--- config.mk ---
export PLATFORM = sky130hd
export DESIGN_NAME = length_checksum_packet_receiver_top_flat
export DESIGN_NICKNAME = d
export VERILOG_FILES = /design/src/sv/lcpr_pkg.sv /design/src/sv/lcpr_ifs.sv /design/src/sv/lcpr_in_stage.sv /design/src/sv/lcpr_core.sv /design/src/sv/lcpr_out_reg.sv /design/src/sv/length_checksum_packet_receiver_top.sv /design/src/flat_wrapper.sv
export SDC_FILE = /design/constraint.sdc
export NUM_CORES = 1
export LEC_CHECK = 0
export ABC_AREA = 1
export BUFFER_PORTS_ARGS = -buffer_cell sky130_fd_sc_hd__buf_2
export CORE_UTILIZATION = 40
export CTS_BUF_LIST = sky130_fd_sc_hd__clkbuf_4
export CTS_CLUSTER_DIAMETER = 100
export DETAILED_ROUTE_END_ITERATION = 16
export PLACE_DENSITY = 0.59
export SLEW_MARGIN = 0
export SYNTH_ARGS = -nofsm -noshare
export SYNTH_HDL_FRONTEND = slang
export SYNTH_SLANG_ARGS = --single-unit
--- constraint.sdc ---
create_clock -name clk -period 6.8 [get_ports clk]
set_input_delay 0.68 -clock clk [delete_from_list [all_inputs] [get_ports clk]]
set_output_delay 0.68 -clock clk [all_outputs]
set_load 0.01 [all_outputs]
--- src/sv/lcpr_pkg.sv ---
// Package for the length/checksum packet receiver.
// Holds the shared types, status and command codes, and constants; no dependencies.
`default_nettype none

package lcpr_pkg;

	localparam int unsigned HDR_BYTES = 3;
	localparam int unsigned SUM_W     = 7;
	localparam int unsigned TICK_W    = 24;

	localparam logic [TICK_W-1:0] TIMEOUT_RST = 24'd1000000;

	typedef enum logic {
		CMD_BYTE = 1'b0,
		CMD_TICK = 1'b1
	} cmd_t;

	typedef enum logic [1:0] {
		ST_GOOD    = 2'd0,
		ST_BAD_SUM = 2'd1,
		ST_BAD_LEN = 2'd2,
		ST_TIMEOUT = 2'd3
	} status_t;

	typedef struct packed {
		cmd_t       command;
		logic [7:0] rx_byte;
	} in_item_t;

	typedef struct packed {
		logic [7:0] out_byte;
		logic [7:0] byte_index;
		logic       last;
		status_t    status;
	} res_item_t;

	// Result handed from the core to the output register
	typedef struct packed {
		logic      load;
		res_item_t item;
	} res_req_t;

endpackage

`default_nettype wire

--- src/sv/lcpr_ifs.sv ---
// Channel interfaces of the packet receiver: byte requests, results, configuration.
// Depends on nothing; widths follow the field widths of the block.
`default_nettype none

interface lcpr_in_if;
	logic       valid;
	logic       ready;
	logic       command;
	logic [7:0] rx_byte;

	modport source (output valid, output command, output rx_byte, input ready);
	modport sink   (input valid, input command, input rx_byte, output ready);
endinterface

interface lcpr_out_if;
	logic       valid;
	logic       ready;
	logic [7:0] out_byte;
	logic [7:0] byte_index;
	logic       last;
	logic [1:0] status;

	modport source (output valid, output out_byte, output byte_index, output last,
		output status, input ready);
	modport sink   (input valid, input out_byte, input byte_index, input last,
		input status, output ready);
endinterface

interface lcpr_cfg_if;
	logic        valid;
	logic        ready;
	logic [23:0] data;

	modport source (output valid, output data, input ready);
	modport sink   (input valid, input data, output ready);
endinterface

`default_nettype wire

--- src/sv/lcpr_in_stage.sv ---
// Input register of the packet receiver: holds one byte or tick request.
// Depends on lcpr_pkg and lcpr_in_if.
`default_nettype none

module lcpr_in_stage (
	input  wire logic              clk,
	input  wire logic              arst_n,
	lcpr_in_if.sink                req,
	input  wire logic              take,
	output logic                   valid_s1,
	output lcpr_pkg::in_item_t     item_s1
);

	// Accept whenever the held request is empty or leaves this cycle
	assign req.ready = !valid_s1 || take;

	always_ff @(posedge clk or negedge arst_n) begin
		if (!arst_n) begin
			valid_s1 <= 1'b0;
		end else if (req.ready) begin
			valid_s1 <= req.valid;
		end
	end

	always_ff @(posedge clk) begin
		if (req.ready && req.valid) begin
			item_s1.command <= lcpr_pkg::cmd_t'(req.command);
			item_s1.rx_byte <= req.rx_byte;
		end
	end

endmodule

`default_nettype wire

--- src/sv/lcpr_core.sv ---
// Packet state and per-request framing logic of the packet receiver.
// Depends on lcpr_pkg and lcpr_cfg_if; holds the timeout register.
`default_nettype none

module lcpr_core (
	input  wire logic              clk,
	input  wire logic              arst_n,
	lcpr_cfg_if.sink               cfg,
	input  wire logic              valid_s1,
	input  wire lcpr_pkg::in_item_t item_s1,
	input  wire logic              out_free,
	output logic                   take,
	output lcpr_pkg::res_req_t     res
);

	localparam logic [7:0] LEN_IDX = 8'(lcpr_pkg::HDR_BYTES - 1);
	localparam logic [7:0] MIN_LEN = 8'(lcpr_pkg::HDR_BYTES);

	logic [7:0]                     count_q, len_q;
	logic [lcpr_pkg::SUM_W-1:0]     sum_q;
	logic [lcpr_pkg::TICK_W-1:0]    idle_q, timeout_q;

	logic [7:0]                     count_n, len_n, len_eff, b;
	logic [lcpr_pkg::SUM_W-1:0]     sum_n;
	logic [lcpr_pkg::TICK_W-1:0]    idle_n, ticks_inc;
	logic                           has_res;
	lcpr_pkg::res_item_t            item;

	assign cfg.ready = 1'b1;
	assign b         = item_s1.rx_byte;
	assign ticks_inc = idle_q + 24'd1;
	assign len_eff   = (count_q == LEN_IDX) ? b : len_q;

	always_comb begin
		count_n = count_q;
		len_n   = len_q;
		sum_n   = sum_q;
		idle_n  = idle_q;
		has_res = 1'b0;
		item    = '{out_byte: 8'd0, byte_index: count_q, last: 1'b0,
			status: lcpr_pkg::ST_GOOD};
		if (item_s1.command == lcpr_pkg::CMD_TICK) begin
			if (count_q != 8'd0) begin
				if (ticks_inc >= timeout_q || ticks_inc == '0) begin
					// drop the partial packet
					has_res     = 1'b1;
					item.last   = 1'b1;
					item.status = lcpr_pkg::ST_TIMEOUT;
					count_n     = '0;
					len_n       = '0;
					sum_n       = '0;
					idle_n      = '0;
				end else begin
					idle_n = ticks_inc;
				end
			end
		end else begin
			has_res       = 1'b1;
			item.out_byte = b;
			idle_n        = '0;
			if (count_q == LEN_IDX && b < MIN_LEN) begin
				item.last   = 1'b1;
				item.status = lcpr_pkg::ST_BAD_LEN;
				count_n     = '0;
				len_n       = '0;
				sum_n       = '0;
			end else if (count_q >= LEN_IDX &&
					({1'b0, count_q} + 9'd1) == {1'b0, len_eff}) begin
				// checksum byte
				item.last   = 1'b1;
				item.status = (b == {1'b0, sum_q}) ? lcpr_pkg::ST_GOOD
					: lcpr_pkg::ST_BAD_SUM;
				count_n     = '0;
				len_n       = '0;
				sum_n       = '0;
			end else begin
				len_n   = len_eff;
				sum_n   = sum_q + b[lcpr_pkg::SUM_W-1:0];
				count_n = count_q + 8'd1;
			end
		end
	end

	assign take     = valid_s1 && (!has_res || out_free);
	assign res.load = take && has_res;
	assign res.item = item;

	always_ff @(posedge clk or negedge arst_n) begin
		if (!arst_n) begin
			count_q   <= '0;
			len_q     <= '0;
			sum_q     <= '0;
			idle_q    <= '0;
			timeout_q <= lcpr_pkg::TIMEOUT_RST;
		end else begin
			if (take) begin
				count_q <= count_n;
				len_q   <= len_n;
				sum_q   <= sum_n;
				idle_q  <= idle_n;
			end
			if (cfg.valid) begin
				timeout_q <= cfg.data;
			end
		end
	end

endmodule

`default_nettype wire

--- src/sv/lcpr_out_reg.sv ---
// Result register of the packet receiver: holds one result until taken.
// Depends on lcpr_pkg and lcpr_out_if.
`default_nettype none

module lcpr_out_reg (
	input  wire logic              clk,
	input  wire logic              arst_n,
	input  wire lcpr_pkg::res_req_t res,
	output logic                   out_free,
	lcpr_out_if.source             rsp
);

	logic                 valid_q;
	lcpr_pkg::res_item_t  item_q;

	assign out_free = !valid_q || rsp.ready;

	always_ff @(posedge clk or negedge arst_n) begin
		if (!arst_n) begin
			valid_q <= 1'b0;
		end else if (out_free) begin
			valid_q <= res.load;
		end
	end

	always_ff @(posedge clk) begin
		if (res.load) begin
			item_q <= res.item;
		end
	end

	assign rsp.valid      = valid_q;
	assign rsp.out_byte   = item_q.out_byte;
	assign rsp.byte_index = item_q.byte_index;
	assign rsp.last       = item_q.last;
	assign rsp.status     = item_q.status;

endmodule

`default_nettype wire

--- src/sv/length_checksum_packet_receiver_top.sv ---
// Length/checksum packet receiver, top level.
// A request is registered in the input stage and its result in the result register.
// Throughput: one request per cycle while the result register can take a result.
// A tick that gives no result still passes the core but needs no free result register.
// Reset (arst_n low, asynchronous) empties both registers, clears the packet
// state and sets the timeout to 1000000 ticks; no clearing pass follows.
`default_nettype none

module length_checksum_packet_receiver_top (
	input  wire logic  clk,
	input  wire logic  arst_n,
	lcpr_in_if.sink    byte_req,
	lcpr_out_if.source result,
	lcpr_cfg_if.sink   cfg
);

	// Stage 1 holds the request; the core decides on it and the result register
	// takes the outcome in the same cycle. The core only advances when the
	// result register can take a result, or when no result is due (idle ticks).
	logic                valid_s1;
	lcpr_pkg::in_item_t  item_s1;
	logic                take;
	logic                out_free;
	lcpr_pkg::res_req_t  res;

	lcpr_in_stage u_in (
		.clk      (clk),
		.arst_n   (arst_n),
		.req      (byte_req),
		.take     (take),
		.valid_s1 (valid_s1),
		.item_s1  (item_s1)
	);

	// Framing, checksum and timeout tracking
	lcpr_core u_core (
		.clk      (clk),
		.arst_n   (arst_n),
		.cfg      (cfg),
		.valid_s1 (valid_s1),
		.item_s1  (item_s1),
		.out_free (out_free),
		.take     (take),
		.res      (res)
	);

	// Hold each result until the sink takes it
	lcpr_out_reg u_out (
		.clk      (clk),
		.arst_n   (arst_n),
		.res      (res),
		.out_free (out_free),
		.rsp      (result)
	);

`ifndef SYNTHESIS
	// A loaded result shows up on the next cycle
	a_load_shows: assert property (@(posedge clk) disable iff (!arst_n)
		res.load |=> result.valid)
		else $error("loaded result not presented");

	// Results that do not end a packet are always good
	a_mid_good: assert property (@(posedge clk) disable iff (!arst_n)
		result.valid && !result.last |-> result.status == lcpr_pkg::ST_GOOD)
		else $error("status set on a non-final byte");

	// A timeout result carries a zero byte and ends the packet
	a_timeout_form: assert property (@(posedge clk) disable iff (!arst_n)
		result.valid && result.status == lcpr_pkg::ST_TIMEOUT
		|-> result.last && result.out_byte == 8'd0)
		else $error("malformed timeout result");

	// Back-pressure on requests only while stage 1 is full
	a_ready_full: assert property (@(posedge clk) disable iff (!arst_n)
		!byte_req.ready |-> valid_s1)
		else $error("request stalled with empty stage");
`endif

endmodule

`default_nettype wire
--- src/flat_wrapper.sv ---
// flat-port wrapper written by rule: the top's interface ports become plain ports
module length_checksum_packet_receiver_top_flat 
  (clk, arst_n, byte_req_valid, byte_req_command, byte_req_rx_byte, byte_req_ready, result_valid, result_out_byte, result_byte_index, result_last, result_status, result_ready, cfg_valid, cfg_data, cfg_ready);
  lcpr_in_if byte_req_i ();
  lcpr_out_if result_i ();
  lcpr_cfg_if cfg_i ();
  input  wire logic clk;
  input  wire logic arst_n;
  input wire logic [$bits(byte_req_i.valid)-1:0] byte_req_valid;
  input wire logic [$bits(byte_req_i.command)-1:0] byte_req_command;
  input wire logic [$bits(byte_req_i.rx_byte)-1:0] byte_req_rx_byte;
  output wire logic [$bits(byte_req_i.ready)-1:0] byte_req_ready;
  output wire logic [$bits(result_i.valid)-1:0] result_valid;
  output wire logic [$bits(result_i.out_byte)-1:0] result_out_byte;
  output wire logic [$bits(result_i.byte_index)-1:0] result_byte_index;
  output wire logic [$bits(result_i.last)-1:0] result_last;
  output wire logic [$bits(result_i.status)-1:0] result_status;
  input wire logic [$bits(result_i.ready)-1:0] result_ready;
  input wire logic [$bits(cfg_i.valid)-1:0] cfg_valid;
  input wire logic [$bits(cfg_i.data)-1:0] cfg_data;
  output wire logic [$bits(cfg_i.ready)-1:0] cfg_ready;
  assign byte_req_i.valid = byte_req_valid;
  assign byte_req_i.command = byte_req_command;
  assign byte_req_i.rx_byte = byte_req_rx_byte;
  assign byte_req_ready = byte_req_i.ready;
  assign result_valid = result_i.valid;
  assign result_out_byte = result_i.out_byte;
  assign result_byte_index = result_i.byte_index;
  assign result_last = result_i.last;
  assign result_status = result_i.status;
  assign result_i.ready = result_ready;
  assign cfg_i.valid = cfg_valid;
  assign cfg_i.data = cfg_data;
  assign cfg_ready = cfg_i.ready;
  length_checksum_packet_receiver_top u_core (.clk(clk), .arst_n(arst_n), .byte_req(byte_req_i), .result(result_i), .cfg(cfg_i));
endmodule
==> impl_metrics.py, run 1 <==
metrics = {
    "timing": {
        "slew_headroom_pct": 27.4,
        "min_period_ns": 4.80,
        "fin_skew_ns": 0.0204,
        "period_share_pct": 70.5,
        "maxSlewViolCount": 0,
        "setup_violations": 0,
        "worst_pin_slew_ns": 1.09,
        "rsz0062_at_grt": "false",
        "hold_viol": 0,
        "max_freq_ghz": 0.208,
        "final.setup.tns_ns": 0,
    },
    "drt": {
        "vias": 5040,
        "drc": 0,
        "wirelength_um": 14400,
        "wl_per_cell_um": 14.2,
        "drtIter0Drc": 321,
        "postRouteAntennaNets": 0,
        "first_pass_iters": 5,
        "viasPerCell": 4.96,
    },
    "yosys": {
        "syn_inst": 779,
        "synth-main-ff-cell": "dfrtp_1",
        "yosys.area.top_type": "dfrtp_1",
        "synthArstFlopShare_pct": 72.3,
        "yosys_warnings": 0,
        "synth_common_cells": "235 x nand2_1, 96 x inv_1, 66 x dfrtp_1",
        "synthesis.area_sq_um": 6190,
        "syn_avg_cell_area_sq_um": 7.95,
        "synth_top_area_share_pct": 26.7,
        "synth.distinct_cells": 41,
        "ys_ff_latch": 101,
        "synth.area.top_cells": "dfrtp_1 27%, nand2_1 14%, edfxtp_1 14%, ha_1 7.1%, inv_1 5.8%",
        "synth_edf_count": 28,
        "synth-seq-area-share_pct": 43.2,
        "yosysMostFrequentCell": "nand2_1",
        "syn_nets": 853,
    },
    "power": {
        "p_leak_nw": 3.34,
        "powerDensity_nw_per_um2": 256,
        "finalPower_mw": 1.72,
        "peakVddDrop_mv": 0.114,
    },
    "worst_setup_path": {
        "worstReg2RegStart": "u_core.u_core.idle_q[0]",
        "reg2reg_to": "u_core.u_out.rsp.out_byte[6]",
        "critPathBufInv": 2,
        "r2r_setup_slack_ns": 2.00,
        "crit_start": "u_core.u_core.idle_q[0]",
        "worstPathRequired_ns": 6.93,
        "critPathMaxFanout": 48,
        "end_kind": "flop",
        "crit_family": "simple AND/OR/NAND/NOR gates",
        "worstPathArrival_ns": 4.93,
        "worstSetupStartpointType": "flop",
        "endpoint": "u_core.u_out.rsp.out_byte[6]",
        "slowest_delay_ns": 1.02,
        "crit_slowest_cell": "inv_1",
        "crit_chain": "ha_1 -> nand2_1 -> nor2_4 -> nand2_1 -> nor2_2 -> nand2_1 -> nand2_1 -> inv_1 -> ha_1 -> nand2_1 -> nor3_1 -> nand3_1 -> nor4_1 -> a21oi_1 -> nand3_4 -> nand4_4 -> inv_1",
        "crit_top_cell": "nand2_1",
        "reg2reg_depth": 17,
        "criticalPathCategory": "reg -> reg",
        "cp_num_cells": 17,
    },
    "cells_and_area": {
        "area_growth_pct": 8.47,
        "num-nets-final": 896,
        "drive_above_1_share_pct": 16.2,
        "layoutNonFillerInstCount": 1016,
        "fin_util_pct": 44.3,
    },
    "clock_tree": {
        "post_cts_buffers": 0,
        "cts_buffers": 9,
        "cts_tree": "built",
        "clkLatencyLatePin_ns": 0.50,
        "cts_resized": 0,
        "clock_path_buffers": 2,
        "cts_sinks": 101,
        "holdBufCountCts": 0,
        "htreeDepth": 3,
        "cts.clk_slew.worst_paths_ns": 0.16,
        "root_buffer": "clkbuf_4",
    },
    "grt": {
        "grt_pass1_vias": 4653,
        "antenna_found_initial": 1,
        "grt_max_degree": 74,
        "gr-total-overflow": 0,
        "track_usage_pct": 19.5,
        "grt_pass1_wl_um": 24300,
    },
    "run_status": {
        "outcome": "complete, no violations",
    },
    "placed_design": {
        "dpl.cell_count": 999,
        "dp_hpwl_um": 10300,
        "numPortBuffers": 58,
        "gp_congestion": 0.832,
    },
    "floorplanning": {
        "start_util_pct": 40.9,
        "die_h_um": 126,
        "die_area_sq_um": 16000,
        "die_x_um": 126,
        "ioPinCount": 60,
        "rows": 45,
        "core-area_sq_um": 15100,
    },
    "job": {
        "drv_cap": 0,
    },
    "min_path": {
        "min_path_type": "in -> async",
    },
}
how the worst min path moves through the flow:
stage	startpoint	endpoint	slack (ns)	depth (start not counted)
after floorplan	arst_n	u_core.u_core.count_q[0]	0.38	0
after global placement	u_core.u_core.len_q[7]	u_core.u_core.len_q[7]	0.46	2
after detailed placement	u_core.u_core.len_q[7]	u_core.u_core.len_q[7]	0.47	2
after CTS	byte_req_command	u_core.u_in.item_s1[8]	0.30	1
after global routing	byte_req_rx_byte[3]	u_core.u_in.item_s1[3]	0.31	1
final	arst_n	u_core.u_core.timeout_q[10]	0.30	1
worst reg2reg max path: stages (launching register included):
cell and delay (ns):
dfrtp_1 0.47, ha_1 0.23, nand2_1 0.10, nor2_4 0.16, nand2_1 0.11, nor2_2 0.16
nand2_1 0.06, nand2_1 0.08, inv_1 0.06, ha_1 0.26, nand2_1 0.08, nor3_1 0.19
nand3_1 0.14, nor4_1 0.28, a21oi_1 0.20, nand3_4 0.15, nand4_4 0.66, inv_1 1.06
final cells by class:
type / instances / area [sq um]
antenna: 1 / 2.50
clock buffer: 9 / 67.6
clock inverter: 7 / 82.6
fill: 1521 / 8430
inverter: 98 / 368
multi-input combinational: 554 / 2990
sequential: 101 / 2680
tap: 188 / 235
timing repair buffer: 58 / 293
cells in the final DEF, fill, tap and decap left out, drive strengths merged, types with 2 or more instances in the layout:
master | synthesis | final
nand2 | 249 | 249
inv | 98 | 100
nor2 | 69 | 69
dfrtp | 66 | 66
o21ai | 61 | 61
buf | 12 | 58
nand4 | 44 | 44
nand3 | 43 | 43
ha | 35 | 35
edfxtp | 28 | 28
a21oi | 16 | 16
clkbuf | 14 | 9
xor2 | 7 | 7
dfstp | 7 | 7
xnor2 | 6 | 6
nor3 | 6 | 6
nand3b | 5 | 5
o21bai | 3 | 3
nor4 | 2 | 2
or2 | 2 | 2
clkinvlp | 0 | 2
clkinv | 0 | 2
registers in the layout, summed over array words and instances, names as in the netlist, 2 cells and up:
signal / count
u_core.u_core.count_q: 8
u_core.u_core.idle_q: 24
u_core.u_core.len_q: 8
u_core.u_core.sum_q: 7
u_core.u_core.timeout_q: 24
u_core.u_in.item_s1: 9
u_core.u_out.rsp.byte_index: 8
u_core.u_out.rsp.out_byte: 8
u_core.u_out.rsp.status: 2
stage by stage:
| step | setup slack, ns | instance area (sq um) | hold slack (ns) |
|---|---|---|---|
| floorplan | 3.46 | 6190 | 0.384 |
| global placement | 2.33 | 6560 | 0.461 |
| detailed placement | 2.04 | 6560 | 0.469 |
| CTS | 2.01 | 6710 | 0.305 |
| global route | 1.60 | 6720 | 0.305 |
| finish | 2.00 | 6720 | 0.302 |
metal layers:
metal	GRT usage [%]	share of wire, %	vias up
li1	-	-	2617
met1	29.8	53	2305
met2	27.8	41	107
met3	2.83	4.5	11
met4	6.59	1.4	0
met5	0	0	-
power by group:
group | internal, mW | leakage [nW] | switching (mW)
Combinational | 0.208 | 2.05 | 0.377
Clock | 0.117 | 0.0747 | 0.226
Sequential | 0.720 | 1.22 | 0.0686
logic make-up (layout without fill, tap and decap cells):
family                     count (synthesis)  count (layout)  synth area share [%]
and+or+nand+nor                          420             420                  30.7
buffers and inverters                    124             172                  8.47
DFF                                      101             101                  43.2
AOI/OAI and AO/OA                         83              83                  8.10
adders and majority gates                 36              36                  7.40
xor gates and xnor gates                  13              13                  1.84
other                                      1               2                0.0606
muxes                                      1               1                 0.182
Power figures use the tool's default switching activity.
==> inputs of run 2 (changes only) <==
Clock period 6.8 ns to 4.54 ns, I/O delays scaled along.
==> run 2 against run 1 <==
Compared with the run above:
- register-to-register slack worse by 1.1 ns
- sequential share of layout area is 0.067 points lower
- global-route usage shrank 0.34 points
- die area is the same
- non-clock buffer count up 2
- critical path type is now reg -> out
- largest cell class unchanged
- largest power group unchanged
==> impl_metrics.py, run 2 (synthesized netlist as in run 1, its figures left out) <==
metrics = {
    "run_status": {
        "outcome": "complete, no violations",
    },
    "worst_setup_path": {
        "crit_slowest_cell": "dfrtp_1",
        "worstPathArrival_ns": 3.51,
        "criticalPathCategory": "reg -> out",
        "worstPathRequired_ns": 4.09,
        "r2r_setup_slack_ns": 0.89,
        "slowest_delay_ns": 0.46,
        "worstSetupStartpointType": "flop",
        "worstReg2RegStart": "u_core.u_core.idle_q[0]",
        "critPathMaxFanout": 6,
        "reg2reg_depth": 17,
        "end_kind": "output port",
        "crit_top_cell": "nand2_1",
        "crit_family": "simple AND/OR/NAND/NOR gates",
        "reg2reg_to": "u_core.u_out.rsp.byte_index[6]",
        "critPathBufInv": 3,
        "crit_chain": "inv_1 -> nor2_2 -> nand2_1 -> nor2_2 -> nand2_1 -> nand2_1 -> inv_1 -> ha_1 -> a21oi_1 -> nor2_1 -> nor2_1 -> nand3_1 -> nand2_1 -> nand3_1 -> a21oi_1 -> nand3_4 -> nand4_1 -> buf_2",
    },
    "clock_tree": {
        "cts.clk_slew.worst_paths_ns": 0.17,
        "clkLatencyLatePin_ns": 0.50,
        "cts_sinks": 101,
        "root_buffer": "clkbuf_4",
        "cts_buffers": 9,
        "cts_tree": "built",
        "cts_resized": 0,
        "htreeDepth": 3,
        "clock_path_buffers": 2,
        "post_cts_buffers": 0,
        "holdBufCountCts": 0,
    },
    "cells_and_area": {
        "fin_util_pct": 44.4,
        "drive_above_1_share_pct": 16.4,
        "ff_latch_area_sq_um": 2680,
        "top_regs": "u_core.u_core.idle_q: 24 flops, u_core.u_core.timeout_q: 24 flops, u_core.u_in.item_s1: 9 flops",
        "num-nets-final": 898,
        "area_growth_pct": 8.65,
        "layoutNonFillerInstCount": 1018,
        "layout.cells.most_common": "nand2_1",
        "final_cell_mix": "235 x nand2_1, 96 x inv_1, 66 x dfrtp_1",
        "nFillCells": 1505,
        "multi_input_area_sq_um": 2990,
    },
    "power": {
        "peakVddDrop_mv": 0.195,
        "p_leak_nw": 3.35,
        "powerDensity_nw_per_um2": 384,
        "finalPower_mw": 2.58,
    },
    "drt": {
        "drc": 0,
        "viasPerCell": 4.88,
        "postRouteAntennaNets": 0,
        "wl_per_cell_um": 14.0,
        "wirelength_um": 14300,
        "drtIter0Drc": 246,
        "vias": 4970,
        "first_pass_iters": 4,
    },
    "grt": {
        "gr-total-overflow": 0,
        "grt_pass1_wl_um": 23900,
        "grt_pass1_vias": 4619,
        "grt_max_degree": 74,
        "antenna_found_initial": 1,
        "track_usage_pct": 19.1,
    },
    "floorplanning": {
        "core-area_sq_um": 15100,
        "ioPinCount": 60,
        "die_x_um": 126,
        "die_area_sq_um": 16000,
        "die_h_um": 126,
        "start_util_pct": 40.9,
        "rows": 45,
    },
    "timing": {
        "rsz0062_at_grt": "false",
        "period_share_pct": 87.4,
        "worst_pin_slew_ns": 1.10,
        "setup_violations": 0,
        "min_period_ns": 3.97,
        "max_freq_ghz": 0.252,
        "fin_skew_ns": 0.0232,
        "maxSlewViolCount": 0,
        "setup_slack_ns": 0.573,
        "hold_viol": 0,
        "final.setup.tns_ns": 0,
        "slew_headroom_pct": 26.8,
    },
    "min_path": {
        "min_path_type": "in -> async",
    },
    "placed_design": {
        "pre_cts_ws_ns": 0.857,
        "numPortBuffers": 58,
        "dpl.cell_count": 1001,
        "gp_congestion": 0.840,
        "dp_hpwl_um": 10300,
    },
    "job": {
        "drv_cap": 0,
    },
}
-- run 2: cell count changes in the layout (fill, tap and decap cells not counted) --
cell / previous run / this run
clkinv_2: 0 / 1
clkinv_4: 2 / 1
clkbuf_4: 9 / 10
buf_4: 1 / 3
clkinvlp_4: 2 / 1
-- run 2: worst register-to-register path, stage by stage (launching register included) --
cell	delay [ns]
dfrtp_1	0.46
ha_1	0.24
nand2_1	0.10
nor2_4	0.16
nand2_1	0.10
nor2_2	0.15
nand2_1	0.06
nand2_1	0.07
inv_1	0.06
ha_1	0.26
nand2_1	0.07
nor3_1	0.19
nand3_1	0.11
nor4_1	0.18
a21oi_1	0.17
nand3_4	0.14
nand4_4	0.08
inv_1	0.67
-- run 2: worst max path at each step --
stage                                  startpoint                             end  slack [ns]  depth (start not counted)
after global routing      u_core.u_core.idle_q[0]                  byte_req_ready        0.23                         20
after detailed placement  u_core.u_core.idle_q[0]  u_core.u_out.rsp.byte_index[1]        0.86                         17
after floorplan           u_core.u_core.idle_q[0]  u_core.u_out.rsp.byte_index[0]        1.20                         18
after global placement    u_core.u_core.idle_q[0]  u_core.u_out.rsp.byte_index[1]        0.93                         17
final                     u_core.u_core.idle_q[0]                  byte_req_ready        0.57                         18
after CTS                 u_core.u_core.idle_q[0]                  byte_req_ready        0.54                         17
-- run 2: final cells by class --
class	instances	share of cell area, %
antenna	1	0.0372
clock inverter	6	1.06
multi-input combinational	554	44.5
inverter	98	5.47
sequential	101	39.8
tap	188	3.50
clock buffer	10	1.12
timing repair buffer	60	4.58
-- run 2: layer usage --
metal | up-vias | GRT usage [%] | part of all wire [%]
met5 | - | 0 | 0
met2 | 107 | 26.9 | 40
met3 | 19 | 4.09 | 5.1
met4 | 0 | 5.81 | 1.6
li1 | 2617 | - | -
met1 | 2227 | 29.1 | 53
-- run 2: per-stage QoR --
| step | area [sq um] | hold WS [ns] |
|---|---|---|
| CTS | 6730 | 0.0868 |
| global placement | 6580 | 0.461 |
| global route | 6730 | 0.0863 |
| finish | 6730 | 0.0844 |
| floorplan | 6190 | 0.158 |
| detailed placement | 6580 | 0.468 |
-- run 2: report_power, final --
group | internal [mW] | switching (mW)
clock | 0.180 | 0.327
combinational | 0.321 | 0.573
sequential | 1.08 | 0.102
